## src/rtl/core/kpi_pkg.sv

```systemverilog
// Package with the shared types and codes of the keyframe pose interpolator.
`default_nettype none
package kpi_pkg;

   localparam int NCH = 6;
   localparam int DIV_STEPS = 49;

   localparam logic [2:0] FUNC_POSE   = 3'd0;
   localparam logic [2:0] FUNC_FRAMES = 3'd1;
   localparam logic [2:0] FUNC_KCOUNT = 3'd2;
   localparam logic [2:0] FUNC_OFFSET = 3'd3;
   localparam logic [2:0] FUNC_START  = 3'd4;
   localparam logic [2:0] FUNC_TICK   = 3'd5;

   typedef enum logic [3:0] {
      S_IDLE,
      S_FRAME,
      S_RDA,
      S_LOAD,
      S_RDB,
      S_MUL,
      S_DIVL,
      S_DIV,
      S_SUM,
      S_EMIT,
      S_ADV
   } state_type;

   typedef struct packed {
      logic accept;
      logic start;
      logic tick_init;
      logic rd_frame;
      logic rd_a;
      logic rd_b;
      logic cap_a;
      logic store_start;
      logic mul;
      logic div_load;
      logic div_step;
      logic sum;
      logic next_chan;
      logic next_part;
      logic emit;
      logic adv;
   } cmd_type;

   typedef struct packed {
      logic start_ok;
      logic no_parts;
      logic chan_last;
      logic part_last;
      logic frames_zero;
      logic div_done;
      logic out_free;
   } status_type;

endpackage
`default_nettype wire

```

## src/rtl/core/kpi_controller.sv

```systemverilog
// Sequencer that steps the datapath through table writes, starts and ticks.
`default_nettype none
module kpi_controller (
   input  wire logic               clock,
   input  wire logic               reset,
   input  wire logic               req_valid,
   output logic                    req_stall,
   input  wire logic [2:0]         req_func,
   input  wire kpi_pkg::status_type status,
   output kpi_pkg::cmd_type        cmd
);
   import kpi_pkg::*;

   state_type state_ff;
   state_type state_in;
   logic tick_mode_ff;
   logic tick_mode_in;
   logic accept;

   assign req_stall = (state_ff != S_IDLE);
   assign accept = req_valid && (state_ff == S_IDLE);

   always_ff @(posedge clock) begin
      if (reset) begin
         state_ff <= S_IDLE;
         tick_mode_ff <= 1'b0;
      end else begin
         state_ff <= state_in;
         tick_mode_ff <= tick_mode_in;
      end
   end

   always_comb begin
      state_in = state_ff;
      tick_mode_in = tick_mode_ff;
      case (state_ff)
         S_IDLE: begin
            if (accept) begin
               if (req_func == FUNC_START && status.start_ok) begin
                  tick_mode_in = 1'b0;
                  state_in = status.no_parts ? S_IDLE : S_RDA;
               end else if (req_func == FUNC_TICK) begin
                  tick_mode_in = 1'b1;
                  state_in = S_FRAME;
               end
            end
         end
         S_FRAME: state_in = status.no_parts ? S_ADV : S_RDA;
         S_RDA:   state_in = tick_mode_ff ? S_RDB : S_LOAD;
         S_LOAD:  state_in = status.chan_last ? S_EMIT : S_RDA;
         S_RDB:   state_in = S_MUL;
         S_MUL:   state_in = S_DIVL;
         S_DIVL:  state_in = status.frames_zero ? S_SUM : S_DIV;
         S_DIV:   state_in = status.div_done ? S_SUM : S_DIV;
         S_SUM:   state_in = status.chan_last ? S_EMIT : S_RDA;
         S_EMIT: begin
            if (status.out_free) begin
               if (status.part_last) begin
                  state_in = tick_mode_ff ? S_ADV : S_IDLE;
               end else begin
                  state_in = S_RDA;
               end
            end
         end
         S_ADV:   state_in = S_IDLE;
         default: state_in = S_IDLE;
      endcase
   end

   always_comb begin
      cmd = '0;
      case (state_ff)
         S_IDLE: begin
            cmd.accept = accept;
            cmd.start = accept && req_func == FUNC_START && status.start_ok;
            cmd.tick_init = accept && req_func == FUNC_TICK;
         end
         S_FRAME: cmd.rd_frame = 1'b1;
         S_RDA:   cmd.rd_a = 1'b1;
         S_LOAD: begin
            cmd.store_start = 1'b1;
            cmd.next_chan = !status.chan_last;
         end
         S_RDB: begin
            cmd.rd_b = 1'b1;
            cmd.cap_a = 1'b1;
         end
         S_MUL:  cmd.mul = 1'b1;
         S_DIVL: cmd.div_load = 1'b1;
         S_DIV:  cmd.div_step = 1'b1;
         S_SUM: begin
            cmd.sum = 1'b1;
            cmd.next_chan = !status.chan_last;
         end
         S_EMIT: begin
            cmd.emit = status.out_free;
            cmd.next_part = status.out_free && !status.part_last;
         end
         S_ADV:   cmd.adv = 1'b1;
         default: cmd = '0;
      endcase
   end

endmodule
`default_nettype wire

```

## config.mk

```make
export PLATFORM = sky130hd
export DESIGN_NAME = kpi_controller
export DESIGN_NICKNAME = d
export VERILOG_FILES = /design/src/rtl/core/kpi_pkg.sv /design/src/rtl/core/kpi_controller.sv
export SDC_FILE = /design/constraint.sdc
export NUM_CORES = 1
export LEC_CHECK = 0
export ABC_AREA = 1
export BUFFER_PORTS_ARGS = -buffer_cell sky130_fd_sc_hd__buf_2
export CELL_PAD_IN_SITES_DETAIL_PLACEMENT = 2
export CELL_PAD_IN_SITES_GLOBAL_PLACEMENT = 2
export CORE_ASPECT_RATIO = 0.6
export CORE_MARGIN = 5
export CORE_UTILIZATION = 22
export CTS_BUF_LIST = sky130_fd_sc_hd__clkbuf_4
export CTS_CLUSTER_DIAMETER = 50
export CTS_CLUSTER_SIZE = 14
export DETAILED_ROUTE_END_ITERATION = 10
export HOLD_SLACK_MARGIN = 0.06
export PLACE_DENSITY_LB_ADDON = 0.3
export SYNTH_ARGS = -nofsm -noshare
export SYNTH_HDL_FRONTEND = slang
export SYNTH_SLANG_ARGS = --single-unit
```

## constraint.sdc

```tcl
create_clock -name clock -period 3.2 [get_ports clock]
set_input_delay 0.64 -clock clock [delete_from_list [all_inputs] [get_ports clock]]
set_output_delay 0.64 -clock clock [all_outputs]
set_load 0.02 [all_outputs]
```

==> results.py, run 1 <==
metrics = {
    "sta": {
        "worstMarginPinSlew_ns": 0.2491,
        "finalHoldViolCount": 0,
        "period_share": 0.6458,
        "rsz0062_at_grt": "false",
        "fin_tns_setup_ns": 0,
        "finClkSkew_ns": 0.005228,
        "drv_slew": 0,
        "fmax_ghz": 0.4839,
        "period_minus_slack_ns": 2.066,
        "setup_slack_ns": 1.134,
        "setup_viol": 0,
        "relSlewSlack": 0.8333,
    },
    "grt": {
        "grt_pass1_wl_um": 3312,
        "antenna_found_initial": 0,
        "gr-usage-all-layers": 0.1211,
        "use_met2": 0.1706,
        "grt.met1_usage": 0.1716,
        "grt-busiest-layer": "met1",
        "grt_max_degree": 6,
        "overflow": 0,
        "grt_pass1_vias": 701,
        "use_met3": 0.03512,
    },
    "floorplanning": {
        "dieArea_mm2": 0.003615,
        "die_h_um": 48.62,
        "start_util": 0.2246,
        "core.rowCount": 14,
        "ios": 30,
        "core_mm2": 0.002435,
        "die_w_um": 74.36,
    },
    "drt": {
        "drt-pass1-iter-count": 3,
        "drt_wl_total_um": 2035,
        "wire_per_inst_um": 12.33,
        "routed_via_density": 4.139,
        "num_vias": 683,
        "drc_errors": 0,
        "ant_nets": 0,
        "dr.first_iter.drc_count": 12,
    },
    "placed_design": {
        "place_hpwl_um": 1859,
        "dp_slack_ns": 1.191,
        "gp_congestion": 0.6801,
        "port_buffers": 29,
    },
    "yosys": {
        "ys_types": 19,
        "ys_seq_area_frac": 0.1831,
        "synth-seq-cells": 5,
        "mappedNetlistNets": 114,
        "syn_area_per_cell_um2": 5.414,
        "ys.warnings.count": 0,
        "synthCells": 101,
        "syn_area_um2": 546.8,
    },
    "finish": {
        "diodes": 0,
        "final_core_util": 0.3099,
        "syn_to_final_growth_pct": 37.99,
        "n_fill_cell": 328,
        "drive_gt1_frac": 0.3910,
        "nNetsFinal": 147,
    },
    "setup_path": {
        "critPathSlowestCell": "dfxtp_1",
        "critPathLaunchType": "flop",
        "critPathMaxFanout": 5,
        "critical-path-max-stage-delay_ns": 0.35,
        "crit_chain": "nor2_2, nand2_4, nor2_4, inv_2, nor2_1, buf_2",
        "end_kind": "output pin",
        "arrival_ns": 1.43,
        "cp.required_ns": 2.56,
        "critPathKind": "flop to output pin",
        "crit_buf_inv": 2,
        "critical-path-top-delay-family": "simple AND/OR/NAND/NOR gates",
    },
    "cts": {
        "tritoncts": "done",
        "hold_buffers": 0,
        "post_cts_buffers": 0,
        "cts_num_sinks": 5,
        "clkTransAtPathRegs_ns": 0.04,
        "htree_num_levels": 1,
        "clockBufferDepth": 2,
        "ctsResizeCount": 0,
        "cts_root_buffer": "clkbuf_4",
        "clkLatencyLatePin_ns": 0.25,
        "numCtsBuffers": 3,
    },
    "pwr": {
        "cellPowerDensity_mw_per_mm2": 251.4,
        "ir_worst_vdd_mv": 0.08935,
        "leakagePower_uw": 0.0004727,
    },
    "outcome": {
        "status": "finished, final reports clean",
    },
    "flow_run": {
        "maxCapViolCount": 0,
    },
    "worst_hold_path": {
        "hold_class": "flop to flop",
    },
}
==> synth_stat cells <==
master / instances / share of area
nand2_1: 29 / 0.20
inv_1: 21 / 0.14
nor2_1: 16 / 0.11
nor2_2: 6 / 0.069
dfxtp_1: 5 / 0.18
nand2_2: 5 / 0.057
a21oi_1: 3 / 0.027
inv_2: 3 / 0.021
nand3_1: 2 / 0.018
o21ai_1: 2 / 0.018
a21oi_2: 1 / 0.016
a31oi_1: 1 / 0.011
buf_4: 1 / 0.014
nand2_4: 1 / 0.021
nor2_4: 1 / 0.021
nor3_1: 1 / 0.0091
nor3_2: 1 / 0.018
nor3_4: 1 / 0.030
o21bai_1: 1 / 0.014
==> logic make-up (layout without fill, tap and decap cells) <==
family / Yosys count / count (layout) / synth area share
DFF: 5 / 5 / 0.1831
and+or+nand+nor: 63 / 63 / 0.5515
buffers and inverters: 25 / 57 / 0.1785
AOI/OAI and AO/OA: 8 / 8 / 0.08696
==> flip-flops by register name, summed over array words and instances (netlist names) <==
name	cells
state_ff	4
tick_mode_ff	1
==> through the flow <==
step / total power, uW / hold slack (ns) / instance area [um^2] / std cells
6_report: 189.7 / 0.5476 / 754.5 / 165
3_3_place_gp: 104.5 / 0.5325 / 724.4 / 161
3_5_place_dp: 106.0 / 0.5393 / 724.4 / 161
4_1_cts: 194.2 / 0.5480 / 754.5 / 165
5_1_grt: 206.9 / 0.5631 / 754.5 / 165
2_1_floorplan: 88.16 / 0.4811 / 546.8 / 101
==> power by group <==
part	leakage, uW	internal [uW]	total (uW)	switching [uW]
Sequential	0.0000404	63.6	65.0	1.43
Clock	0.0000184	55.8	85.5	29.6
Combinational	0.000414	14.6	39.2	24.6
Total	0.000473	134	190	55.7
==> worst paths after layout <==
check / startpoint / cells after the start / slack (ns) / endpoint
setup / recovery: state_ff[2] / 6 / 1.13 / cmd[14]
hold / removal: tick_mode_ff / 2 / 0.55 / state_ff[2]
setup reg to reg: state_ff[2] / 8 / 1.88 / state_ff[3]
hold reg to reg: tick_mode_ff / 2 / 0.55 / state_ff[2]
==> final cells by class <==
| class | instances | area [um^2] | share of cell area |
|---|---|---|---|
| Clock buffer | 4 | 30.03 | 0.03980 |
| Inverter | 24 | 90.09 | 0.1194 |
| Multi-Input combinational cell | 71 | 349.1 | 0.4627 |
| Sequential cell | 5 | 100.1 | 0.1327 |
| Tap cell | 32 | 40.04 | 0.05307 |
| Timing Repair Buffer | 29 | 145.1 | 0.1924 |
==> cells in the final DEF, fill, tap and decap left out, drive strengths merged <==
| cell type | instances |
|---|---|
| nor2 | 23 |
| dfxtp | 5 |
| o21bai | 1 |
| nor3 | 3 |
| a21oi | 4 |
| o21ai | 2 |
| buf | 29 |
| nand2 | 35 |
| clkbuf | 4 |
| inv | 24 |
| nand3 | 2 |
| a31oi | 1 |
==> tightest hold or removal path: stages (launching register included) <==
cell and delay, ns:
dfxtp_1 0.32, nand2_1 0.09, a31oi_1 0.08
==> layer usage <==
| layer | up-vias | wire, um |
|---|---|---|
| met3 | 2 | 108 |
| li1 | 356 | - |
| met5 | - | 0 |
| met4 | 0 | 25 |
| met2 | 21 | 882 |
| met1 | 304 | 1019 |
Note: power is estimated with default switching activity, not from simulation.
==> run 2, diff against run 1 <==
- CORE_UTILIZATION: 22 -> 20
- clock period: 3.2 -> 1.91 ns (I/O delays scaled with it)
==> run 2 against run 1 <==
  * Clock power is 67% higher
  * Via count grew 2.9%
  * Count of clock-buffer cells in the layout unchanged
  * Clock skew is 0.0034 ns lower
  * Global-route usage is 0.29 points lower
  * Register-to-register slack lost 1.3 ns
  * Critical path depth is the same
  * Design area grew 0.83%
  * Power increased by 68%
  * Wire length is 6.0% higher
  * Die area grew 8.3%
  * Critical path type unchanged
  * Largest power group unchanged
  * Highest routed layer unchanged
==> results.py, run 2 (same netlist as run 1, synthesis figures left out) <==
metrics = {
    "placed_design": {
        "port_buffers": 29,
        "dp_slack_ns": 0.3505,
        "gp_congestion": 0.7449,
        "place_hpwl_um": 1973,
    },
    "grt": {
        "antenna_found_initial": 0,
        "use_met2": 0.1816,
        "grt_pass1_wl_um": 3657,
        "overflow": 0,
        "grt.met1_usage": 0.1538,
        "gr-usage-all-layers": 0.1182,
        "use_met3": 0.04821,
        "grt_pass1_vias": 814,
        "grt-busiest-layer": "met2",
        "grt_max_degree": 6,
    },
    "finish": {
        "final_core_util": 0.2975,
        "diodes": 0,
        "nNetsFinal": 147,
        "reg_top3": "state_ff (4), tick_mode_ff (1)",
        "layout_common_cells": "29 x nand2_1, 29 x buf_2, 21 x inv_1",
        "largest-register": "state_ff",
        "drive_gt1_frac": 0.3985,
        "largest_register_ffs": 4,
        "syn_to_final_growth_pct": 39.13,
    },
    "drt": {
        "drt-pass1-iter-count": 4,
        "dr.first_iter.drc_count": 4,
        "routed_via_density": 4.261,
        "ant_nets": 0,
        "drt_wl_total_um": 2158,
        "num_vias": 703,
        "drc_errors": 0,
        "wire_per_inst_um": 13.08,
    },
    "sta": {
        "rsz0062_at_grt": "false",
        "worstMarginPinSlew_ns": 0.2314,
        "fin_tns_setup_ns": 0,
        "period_share": 0.9335,
        "setup_viol": 0,
        "finalHoldViolCount": 0,
        "period_minus_slack_ns": 1.783,
        "relSlewSlack": 0.8455,
        "finClkSkew_ns": 0.001830,
        "drv_slew": 0,
        "setup_slack_ns": 0.1269,
        "fmax_ghz": 0.5608,
    },
    "setup_path": {
        "crit_chain": "nor2_2, nand2_4, nor2_4, inv_2, nor2_1, buf_2",
        "r2r_cells": 8,
        "crit_start": "state_ff[0]",
        "critPathMaxFanout": 5,
        "rr_startpoint": "state_ff[2]",
        "arrival_ns": 1.40,
        "cp.required_ns": 1.53,
        "end_kind": "output pin",
        "critPathKind": "flop to output pin",
        "critPathSlowestCell": "dfxtp_1",
        "critPathLaunchType": "flop",
        "critical-path-max-stage-delay_ns": 0.34,
    },
    "cts": {
        "cts_root_buffer": "clkbuf_4",
        "htree_num_levels": 1,
        "clkTransAtPathRegs_ns": 0.05,
        "tritoncts": "done",
        "clkLatencyLatePin_ns": 0.25,
        "clockBufferDepth": 2,
        "cts_num_sinks": 5,
        "post_cts_buffers": 0,
        "numCtsBuffers": 3,
    },
    "floorplanning": {
        "die_w_um": 77.50,
        "ios": 30,
        "dieArea_mm2": 0.003914,
        "die_h_um": 50.50,
        "core.rowCount": 14,
        "start_util": 0.2138,
        "core_mm2": 0.002557,
    },
    "pwr": {
        "leakagePower_uw": 0.0004756,
        "cellPowerDensity_mw_per_mm2": 418.9,
        "ir_worst_vdd_mv": 0.1534,
    },
    "outcome": {
        "status": "finished, final reports clean",
    },
    "worst_hold_path": {
        "hold_start": "reset",
        "hold_class": "input pin to flop",
        "whs_path_depth": 2,
    },
    "flow_run": {
        "maxCapViolCount": 0,
    },
}
-- run 2: cell type report --
cell class	count	area [um^2]
Multi-Input combinational cell	71	354.1
Timing Repair Buffer	29	145.1
Clock buffer	4	30.03
Inverter	24	90.09
Fill cell	351	1797
Sequential cell	5	101.3
Tap cell	32	40.04
-- run 2: per-layer routing --
metal,up-vias,part of all wire
met5,-,0
met2,25,0.45
li1,357,-
met3,4,0.065
met4,0,0.0079
met1,317,0.48
-- run 2: per-stage QoR --
step | power, uW | hold WS, ns | std cells | instance area [um^2]
floorplan | 147.7 | 0.4511 | 101 | 546.8
global placement | 175.7 | 0.5433 | 161 | 724.4
detailed placement | 178.1 | 0.5308 | 161 | 724.4
CTS | 324.9 | 0.3666 | 165 | 754.5
global route | 340.7 | 0.3797 | 165 | 760.7
finish | 318.6 | 0.3668 | 165 | 760.7
-- run 2: worst paths after layout --
path	endpoint	slack, ns
worst max-delay path	cmd[14]	0.13
worst min-delay path	state_ff[3]	0.37
worst max register to register	state_ff[3]	0.59
worst min register to register	state_ff[2]	0.54
-- run 2: power breakdown --
| part | switching (uW) | leakage, uW | total [uW] | internal (uW) |
|---|---|---|---|---|
| logic | 41.9 | 0.000416 | 66.3 | 24.4 |
| registers | 2.33 | 0.0000409 | 109 | 107 |
| clock network | 49.9 | 0.0000184 | 143 | 93.6 |
-- run 2: what timing repair did --
| item | 4_1_cts | 5_1_grt |
|---|---|---|
| endpoints found under the hold margin | 0 | 0 |
| resized for setup | 0 | 2 |
| setup endpoints to repair | 0 | 3 |
| hold buffers | 0 | 0 |
-- run 2: worst max-delay path: cells and delay by family, from the launching register on --
kind,cells,cell delay [ns]
buffers and inverters,2,0.26
DFF,1,0.34
and+or+nand+nor,4,0.56
